<file path="src/rtl/core/lrs_pkg.sv">
package lrs_pkg;

  localparam int unsigned ROW_W       = 64;
  localparam int unsigned COL_W       = 7;
  localparam int unsigned MAX_COLUMNS = 64;
  localparam int unsigned RES_DEPTH   = 4;

  localparam logic [COL_W-1:0] COLS_RESET = COL_W'(64);

  localparam logic [3:0] BIRTH_COUNT   = 4'd3;
  localparam logic [3:0] SURVIVE_COUNT = 4'd2;

  typedef logic [ROW_W-1:0] row_t;
  typedef logic [COL_W-1:0] cols_t;

  typedef struct packed {
    row_t next_row_cells;
    logic generation_end;
  } result_t;

  // Bit j set when column j is in use; counts above max_cols act as max_cols.
  function automatic row_t col_mask(input cols_t cols, input int unsigned max_cols);
    int unsigned eff;
    row_t        m;
    eff = (int'(cols) > max_cols) ? max_cols : int'(cols);
    for (int j = 0; j < ROW_W; j++) begin
      m[j] = (j < eff);
    end
    return m;
  endfunction

endpackage

</file>
<file path="src/rtl/core/lrs_row_if.sv">
interface lrs_row_if;
  logic          valid;
  logic          ready;
  lrs_pkg::row_t row_cells;
  logic          first_row;
  logic          last_row;

  modport source (output valid, row_cells, first_row, last_row, input ready);
  modport sink   (input valid, row_cells, first_row, last_row, output ready);
endinterface

</file>
<file path="src/rtl/core/lrs_res_if.sv">
interface lrs_res_if;
  logic          valid;
  logic          ready;
  lrs_pkg::row_t next_row_cells;
  logic          generation_end;

  modport source (output valid, next_row_cells, generation_end, input ready);
  modport sink   (input valid, next_row_cells, generation_end, output ready);
endinterface

</file>
<file path="src/rtl/core/lrs_lane.sv">
module lrs_lane (
  input  logic [2:0] above_i,
  input  logic [2:0] mid_i,
  input  logic [2:0] below_i,
  output logic       alive_o
);
  import lrs_pkg::*;

  logic [7:0] nbr;
  logic [3:0] cnt;

  assign nbr     = {above_i, mid_i[2], mid_i[0], below_i};
  assign cnt     = 4'($countones(nbr));
  assign alive_o = (cnt == BIRTH_COUNT) || (mid_i[1] && (cnt == SURVIVE_COUNT));
endmodule

</file>
<file path="src/rtl/core/lrs_row_eval.sv">
module lrs_row_eval (
  input  lrs_pkg::row_t above_i,
  input  lrs_pkg::row_t mid_i,
  input  lrs_pkg::row_t below_i,
  input  lrs_pkg::row_t mask_i,
  output lrs_pkg::row_t next_o
);
  import lrs_pkg::*;

  logic [ROW_W+1:0] above_x;
  logic [ROW_W+1:0] mid_x;
  logic [ROW_W+1:0] below_x;
  row_t             lane_bits;

  // dead border column on each side
  assign above_x = {1'b0, above_i & mask_i, 1'b0};
  assign mid_x   = {1'b0, mid_i & mask_i, 1'b0};
  assign below_x = {1'b0, below_i & mask_i, 1'b0};

  for (genvar j = 0; j < ROW_W; j++) begin : g_lane
    lrs_lane u_lane (
      .above_i (above_x[j+2:j]),
      .mid_i   (mid_x[j+2:j]),
      .below_i (below_x[j+2:j]),
      .alive_o (lane_bits[j])
    );
  end

  assign next_o = lane_bits & mask_i;
endmodule

</file>
<file path="src/rtl/core/lrs_res_fifo.sv">
module lrs_res_fifo #(
  parameter int unsigned DEPTH = lrs_pkg::RES_DEPTH
) (
  input  logic             clk_i,
  input  logic             rst_ni,
  input  logic             push0_i,
  input  lrs_pkg::result_t data0_i,
  input  logic             push1_i,
  input  lrs_pkg::result_t data1_i,
  output logic             room2_o,
  lrs_res_if.source        res_o
);
  import lrs_pkg::*;

  localparam int unsigned PTR_W = (DEPTH > 1) ? $clog2(DEPTH) : 1;
  localparam int unsigned CNT_W = $clog2(DEPTH + 1);

  result_t          mem_q [DEPTH];
  logic [PTR_W-1:0] wp_q, wp_d, rp_q, rp_d, wp_nx;
  logic [CNT_W-1:0] cnt_q, cnt_d;
  logic             pop;
  logic [1:0]       n_push;
  result_t          w0, w1;

  function automatic logic [PTR_W-1:0] inc(input logic [PTR_W-1:0] p);
    return (p == PTR_W'(DEPTH - 1)) ? '0 : p + PTR_W'(1);
  endfunction

  // first pushed entry takes slot wp, second slot wp+1
  assign w0     = push0_i ? data0_i : data1_i;
  assign w1     = data1_i;
  assign n_push = {1'b0, push0_i} + {1'b0, push1_i};
  assign wp_nx  = inc(wp_q);
  assign pop    = res_o.valid && res_o.ready;

  assign room2_o              = (int'(cnt_q) + 2) <= DEPTH;
  assign res_o.valid          = (cnt_q != '0);
  assign res_o.next_row_cells = mem_q[rp_q].next_row_cells;
  assign res_o.generation_end = mem_q[rp_q].generation_end;

  always_comb begin
    wp_d = wp_q;
    if (n_push == 2'd1) begin
      wp_d = wp_nx;
    end else if (n_push == 2'd2) begin
      wp_d = inc(wp_nx);
    end
    rp_d  = pop ? inc(rp_q) : rp_q;
    cnt_d = cnt_q + CNT_W'(n_push) - CNT_W'(pop);
  end

  always_ff @(posedge clk_i or negedge rst_ni) begin
    if (!rst_ni) begin
      wp_q  <= '0;
      rp_q  <= '0;
      cnt_q <= '0;
    end else begin
      wp_q  <= wp_d;
      rp_q  <= rp_d;
      cnt_q <= cnt_d;
    end
  end

  always_ff @(posedge clk_i) begin
    for (int i = 0; i < DEPTH; i++) begin
      if ((n_push != 2'd0) && (wp_q == PTR_W'(i))) begin
        mem_q[i] <= w0;
      end else if ((n_push == 2'd2) && (wp_nx == PTR_W'(i))) begin
        mem_q[i] <= w1;
      end
    end
  end
endmodule

</file>
<file path="src/rtl/core/life_automaton_row_step.sv">
// Row stepper for Conway's Life (B3/S23) on a bounded grid with dead edges.
// row_i takes one row of the current generation per request, top to bottom,
// with first_row / last_row flags; res_o gives next-generation rows in order.
// A row below a pending row yields that row's successor; a bottom row also
// yields its own successor, flagged generation_end, so a request gives 0, 1
// or 2 results. cfg_we_i / cfg_data_i set columns_in_use (reset 64); columns
// at or beyond it read as dead and come out zero. Write it only while idle.
// The results of a row are registered into the output queue when the row is
// accepted and leave it in order on res_o, first result first.
// Throughput: one row per cycle while ready; both 64-lane row evaluators and
// the merge settle in the accept cycle and results drop into a 4-entry output
// queue that drains one result per cycle. row_i.ready stays high while the
// queue has room for two results, so a stalled receiver backs up into row_i
// after the queue fills. Reset empties the queue and drops any pending row.
module life_automaton_row_step #(
  parameter int unsigned RES_DEPTH   = lrs_pkg::RES_DEPTH,
  parameter int unsigned MAX_COLUMNS = lrs_pkg::MAX_COLUMNS
) (
  input  logic          clk_i,
  input  logic          rst_ni,
  input  logic          cfg_we_i,
  input  lrs_pkg::cols_t cfg_data_i,
  lrs_row_if.sink       row_i,
  lrs_res_if.source     res_o
);
  import lrs_pkg::*;

  row_t    mask_q;
  row_t    above_q, above_d;
  row_t    mid_q, mid_d;
  logic    pend_q, pend_d;
  row_t    row_m, above_b, next_a, next_b;
  logic    acc, start, room2;
  result_t res_a, res_b;

  assign acc         = row_i.valid && row_i.ready;
  assign row_i.ready = room2;
  assign row_m       = row_i.row_cells & mask_q;
  assign start       = row_i.first_row || !pend_q;
  assign above_b     = start ? '0 : mid_q;

  lrs_row_eval u_eval_a (
    .above_i (above_q),
    .mid_i   (mid_q),
    .below_i (row_m),
    .mask_i  (mask_q),
    .next_o  (next_a)
  );

  lrs_row_eval u_eval_b (
    .above_i (above_b),
    .mid_i   (row_m),
    .below_i ('0),
    .mask_i  (mask_q),
    .next_o  (next_b)
  );

  assign res_a = '{next_row_cells: next_a, generation_end: 1'b0};
  assign res_b = '{next_row_cells: next_b, generation_end: 1'b1};

  lrs_res_fifo #(
    .DEPTH (RES_DEPTH)
  ) u_fifo (
    .clk_i   (clk_i),
    .rst_ni  (rst_ni),
    .push0_i (acc && !start),
    .data0_i (res_a),
    .push1_i (acc && row_i.last_row),
    .data1_i (res_b),
    .room2_o (room2),
    .res_o   (res_o)
  );

  always_comb begin
    above_d = above_q;
    mid_d   = mid_q;
    pend_d  = pend_q;
    if (acc) begin
      if (row_i.last_row) begin
        above_d = '0;
        mid_d   = '0;
        pend_d  = 1'b0;
      end else begin
        above_d = above_b;
        mid_d   = row_m;
        pend_d  = 1'b1;
      end
    end
  end

  always_ff @(posedge clk_i or negedge rst_ni) begin
    if (!rst_ni) begin
      mask_q  <= col_mask(COLS_RESET, MAX_COLUMNS);
      above_q <= '0;
      mid_q   <= '0;
      pend_q  <= 1'b0;
    end else begin
      if (cfg_we_i) begin
        mask_q <= col_mask(cfg_data_i, MAX_COLUMNS);
      end
      above_q <= above_d;
      mid_q   <= mid_d;
      pend_q  <= pend_d;
    end
  end
endmodule
</file>
<file path="src/flat_wrapper.sv">
// flat-port wrapper written by rule: the top's interface ports become plain ports
module life_automaton_row_step_flat import lrs_pkg::*;
#(
  parameter int unsigned RES_DEPTH   = lrs_pkg::RES_DEPTH,
  parameter int unsigned MAX_COLUMNS = lrs_pkg::MAX_COLUMNS
)
  (clk_i, rst_ni, cfg_we_i, cfg_data_i, row_i_valid, row_i_row_cells, row_i_first_row, row_i_last_row, row_i_ready, res_o_valid, res_o_next_row_cells, res_o_generation_end, res_o_ready);
  lrs_row_if row_i_i ();
  lrs_res_if res_o_i ();
  input  logic clk_i;
  input  logic rst_ni;
  input  logic cfg_we_i;
  input  lrs_pkg::cols_t cfg_data_i;
  input wire logic [$bits(row_i_i.valid)-1:0] row_i_valid;
  input wire logic [$bits(row_i_i.row_cells)-1:0] row_i_row_cells;
  input wire logic [$bits(row_i_i.first_row)-1:0] row_i_first_row;
  input wire logic [$bits(row_i_i.last_row)-1:0] row_i_last_row;
  output wire logic [$bits(row_i_i.ready)-1:0] row_i_ready;
  output wire logic [$bits(res_o_i.valid)-1:0] res_o_valid;
  output wire logic [$bits(res_o_i.next_row_cells)-1:0] res_o_next_row_cells;
  output wire logic [$bits(res_o_i.generation_end)-1:0] res_o_generation_end;
  input wire logic [$bits(res_o_i.ready)-1:0] res_o_ready;
  assign row_i_i.valid = row_i_valid;
  assign row_i_i.row_cells = row_i_row_cells;
  assign row_i_i.first_row = row_i_first_row;
  assign row_i_i.last_row = row_i_last_row;
  assign row_i_ready = row_i_i.ready;
  assign res_o_valid = res_o_i.valid;
  assign res_o_next_row_cells = res_o_i.next_row_cells;
  assign res_o_generation_end = res_o_i.generation_end;
  assign res_o_i.ready = res_o_ready;
  life_automaton_row_step #(.RES_DEPTH(RES_DEPTH), .MAX_COLUMNS(MAX_COLUMNS)) u_core (.clk_i(clk_i), .rst_ni(rst_ni), .cfg_we_i(cfg_we_i), .cfg_data_i(cfg_data_i), .row_i(row_i_i), .res_o(res_o_i));
endmodule
</file>
<file path="config.mk">
export PLATFORM = sky130hd
export DESIGN_NAME = life_automaton_row_step_flat
export DESIGN_NICKNAME = d
export VERILOG_FILES = /design/src/rtl/core/lrs_pkg.sv /design/src/rtl/core/lrs_row_if.sv /design/src/rtl/core/lrs_res_if.sv /design/src/rtl/core/lrs_lane.sv /design/src/rtl/core/lrs_row_eval.sv /design/src/rtl/core/lrs_res_fifo.sv /design/src/rtl/core/life_automaton_row_step.sv /design/src/flat_wrapper.sv
export SDC_FILE = /design/constraint.sdc
export NUM_CORES = 2
export LEC_CHECK = 0
export ABC_CLOCK_PERIOD_IN_PS = 11500
export BUFFER_PORTS_ARGS = -buffer_cell sky130_fd_sc_hd__buf_2
export CELL_PAD_IN_SITES_DETAIL_PLACEMENT = 0
export CELL_PAD_IN_SITES_GLOBAL_PLACEMENT = 1
export CORE_MARGIN = 2
export CORE_UTILIZATION = 56
export CTS_CLUSTER_DIAMETER = 100
export CTS_CLUSTER_SIZE = 10
export DETAILED_ROUTE_END_ITERATION = 12
export PLACE_DENSITY_LB_ADDON = 0.1
export SLEW_MARGIN = 20
export SYNTH_ARGS = -nofsm -noshare
export SYNTH_HDL_FRONTEND = slang
export SYNTH_HIERARCHICAL = 1
export SYNTH_SLANG_ARGS = --single-unit
</file>
<file path="constraint.sdc">
create_clock -name clk_i -period 11.5 [get_ports clk_i]
set_input_delay 1.725 -clock clk_i [delete_from_list [all_inputs] [get_ports clk_i]]
set_output_delay 1.725 -clock clk_i [all_outputs]
set_load 0.005 [all_outputs]
</file>
==> out/results.txt <==
RSZ-0062 raised after global routing - false
Post-synth EDFFs - 260
Vias - 33.2k
core area - 0.0886 sq mm
layout net count - 6,189
Slew Viols, Final - 0
Yosys Warn Count - 6
Seq/Total Area, Yosys - 25.7%
end of the critical path - u_core/u_fifo/mem_q[0][38]
largest net degree at the start of global routing - 77
CP startpoint kind - input pin
Initial Utilization - 56.7%
Clock Skew - 20.6 ps
Yosys cell types - 60
H-tree depth - 2
crit-path max FO - 64
Vert. Die Dim - 304 um
PD cells - 158 mW/mm^2
status - complete, no violations
CTS resizes - 0
I/O pin cnt - 145
Setup TNS - 0 ps
post-synthesis cell area - 0.0502 sq mm
CTS Buffer Depth - 3
Initial DRC Count - 1,676
Root Driver - clkbuf_16
vias in the first global route - 35.0k
FMAX - 180 MHz
FF+latch count, synth - 460
first-pass GRT wire length - 184 mm
Filler Cell Count - 7,750
DRT Pass-1 Iters - 5
Total GRT Usage - 25.4%
CP Data Required Time - 12,000 ps
Arrival @ worst endpoint - 6050 ps
Slew @ Worst Pin - 1190 ps
Core Util, Final - 60.6%
hold path cells - 1
Mean Syn Cell Area - 10.0 sq um
post-DR vias/cell - 5.18
post-layout min period - 5550 ps
ys async rst share - 43.5%
layout cells sized above 1 - 13.4%
wire per inst - 17.5 um
total wire length - 112 mm
flop2flop setup slack - 6010 ps
hold-fix buffers at CTS - 0
final setup vio count - 0
FF-to-FF Start - u_core/u_fifo/cnt_q[1]
Static Leak - 0.0264 uW
Area Growth Syn to Fin - 7.01%
Tcrit/Tclk final - 48.2%
worst reg2reg path depth - 10
Critical Path Sink Type - flop
# Post-CTS Setup Buffers - 0
grt ovf - 0
DRC - 0
antenna-violating nets left - 0
kind of critical path - input pin to flop
Crit. Startpoint - row_i_first_row
gpl congestion - 0.820
Syn Inst Count - 5,002
min-delay worst type - flop to flop
top_reg_cell synth - edfxtp_1
worst r2r dst - u_core/u_fifo/mem_q[0][18]
count of final hold-check violations - 0
initial antenna violation count - 13
Clock transition at path regs - 60 ps
worst skew pair latency - 640 ps
Sink Count - 460
Chip Width - 304 um
max_cap viols - 0
maximum VDD drop - 210 uV
num rows - 109
Buffers on Ports - 144
number of buffers created by CTS - 52
Slew headroom - 20.7%
DP Wirelength - 82.8 mm
CTS tree - built
die area - 0.0921 sq mm
power by group:
| group | internal, uW | total, uW | leakage, uW | switching [uW] |
|---|---|---|---|---|
| sequential | 2150 | 2400 | 0.00492 | 244 |
| combinational | 1980 | 4490 | 0.0208 | 2510 |
| clock | 862 | 1590 | 0.000719 | 727 |
| total | 4990 | 8470 | 0.0264 | 3480 |
kinds of logic after synthesis:
group	synth area share [%]
AO/OA/AOI/OAI	8.17
XOR/XNOR	0.0523
adder cells (fa/ha/maj)	30.4
buffers and inverters	12.4
flip-flops	25.7
multiplexers	9.97
other	0.0299
AND/OR/NAND/NOR	13.3
area by class of cell:
| type | count | area (sq um) | area share, % |
|---|---|---|---|
| multi-input combinational | 3067 | 31500 | 58.6 |
| sequential | 460 | 12900 | 24.0 |
| inverter | 1447 | 5430 | 10.1 |
| clock buffer | 94 | 1480 | 2.75 |
| tap | 1165 | 1460 | 2.71 |
| timing repair buffer | 170 | 928 | 1.73 |
| clock inverter | 4 | 31.3 | 0.0582 |
| antenna | 2 | 5.00 | 0.00931 |
cell usage in the layout (no fill, tap or decap), drive strengths merged, types with 3 or more instances in the layout:
| cell | Yosys | final |
|---|---|---|
| o221ai | 6 | 6 |
| a22o | 64 | 64 |
| dfstp | 64 | 64 |
| dfrtp | 136 | 136 |
| o21ai | 210 | 210 |
| conb | 4 | 84 |
| o22a | 3 | 3 |
| mux4 | 65 | 65 |
| nand2 | 150 | 150 |
| a211oi | 63 | 63 |
| mux2 | 264 | 264 |
| nand3 | 84 | 84 |
| or2 | 130 | 130 |
| nor2 | 37 | 37 |
| nand3b | 61 | 61 |
| a21oi | 163 | 163 |
| buf | 76 | 170 |
| fa | 513 | 513 |
| ha | 400 | 400 |
| inv | 1447 | 1449 |
| nand2b | 12 | 12 |
| and2 | 643 | 643 |
| edfxtp | 260 | 260 |
| o211a | 61 | 61 |
| nor2b | 11 | 11 |
| clkbuf | 32 | 94 |
| o22ai | 17 | 17 |
layer usage:
layer | vias up | track usage, % | routed length [um]
met1 | 16403 | 35.0 | 51400
met5 | - | 0 | 54
met3 | 150 | 3.88 | 5130
li1 | 16051 | - | -
met4 | 10 | 7.46 | 3370
met2 | 559 | 41.8 | 52300
synthesized netlist by cell type, types with 3 or more instances:
| cell | n | area share, % |
|---|---|---|
| ha_1 | 400 | 10 |
| conb_1 | 4 | 0.030 |
| nor2b_1 | 10 | 0.12 |
| buf_12 | 10 | 0.40 |
| or2_1 | 60 | 0.75 |
| and2_1 | 643 | 8.0 |
| nand2b_1 | 12 | 0.15 |
| o22a_1 | 3 | 0.052 |
| mux4_2 | 65 | 2.9 |
| fa_1 | 513 | 20 |
| inv_1 | 1447 | 11 |
| nor2_1 | 37 | 0.28 |
| buf_1 | 11 | 0.082 |
| a21oi_1 | 163 | 1.6 |
| o211a_1 | 61 | 1.2 |
| o221ai_1 | 6 | 0.10 |
| mux2_4 | 150 | 4.5 |
| o21ai_2 | 3 | 0.052 |
| dfrtp_1 | 136 | 6.8 |
| edfxtp_1 | 260 | 16 |
| a211oi_1 | 3 | 0.045 |
| nand2_1 | 150 | 1.1 |
| clkbuf_1 | 32 | 0.24 |
| nand3_1 | 84 | 0.84 |
| buf_6 | 13 | 0.29 |
| or2_0 | 68 | 0.85 |
| a211oi_2 | 60 | 1.5 |
| o22ai_1 | 17 | 0.21 |
| a22o_1 | 64 | 1.1 |
| buf_8 | 5 | 0.15 |
| dfstp_2 | 64 | 3.3 |
| o21ai_0 | 203 | 2.0 |
| buf_4 | 3 | 0.045 |
| mux2_2 | 114 | 2.6 |
| nand3b_1 | 61 | 0.91 |
| buf_2 | 34 | 0.34 |
state kept, by name, indices dropped and copies added (netlist names):
name / flops
u_core/u_fifo/cnt_q: 3
u_core/u_fifo/mem_q: 260
u_core/mid_q: 64
u_core/above_q: 64
u_core/u_fifo/rp_q: 2
u_core/pend_q: 1
u_core/u_fifo/wp_q: 2
u_core/mask_q: 64
per-stage QoR:
| step | instances | hold WS, ps | setup slack (ps) | total power [uW] | cell area (sq um) |
|---|---|---|---|---|---|
| floorplan | 5082 | 465 | 3370 | 5700 | 50500 |
| global placement | 6309 | 480 | 5320 | 6790 | 52200 |
| detailed placement | 6309 | 483 | 5290 | 6900 | 52200 |
| CTS | 6407 | 500 | 5950 | 8560 | 53700 |
| global route | 6408 | 508 | 5730 | 9310 | 53800 |
| finish | 6409 | 495 | 5950 | 8470 | 53800 |
critical path, stage by stage:
cell	delay, ps
buf_2	130
nor2b_4	90
buf_4	630
and2_1	220
and2_1	180
inv_1	80
fa_1	490
fa_1	490
fa_1	500
inv_1	40
ha_1	200
fa_1	410
o211a_1	250
a211oi_2	190
and2_1	210
mux2_2	170
how the worst min path moves through the flow:
| stage | endpoint | startpoint |
|---|---|---|
| after floorplan | u_core/pend_q | u_core/pend_q |
| after detailed placement | u_core/above_q[44] | u_core/above_q[44] |
| after global routing | u_core/above_q[30] | u_core/above_q[30] |
| final | u_core/above_q[44] | u_core/above_q[44] |
| after CTS | u_core/above_q[22] | u_core/above_q[22] |
| after global placement | u_core/above_q[53] | u_core/above_q[53] |
Power figures use the tool's default switching activity.
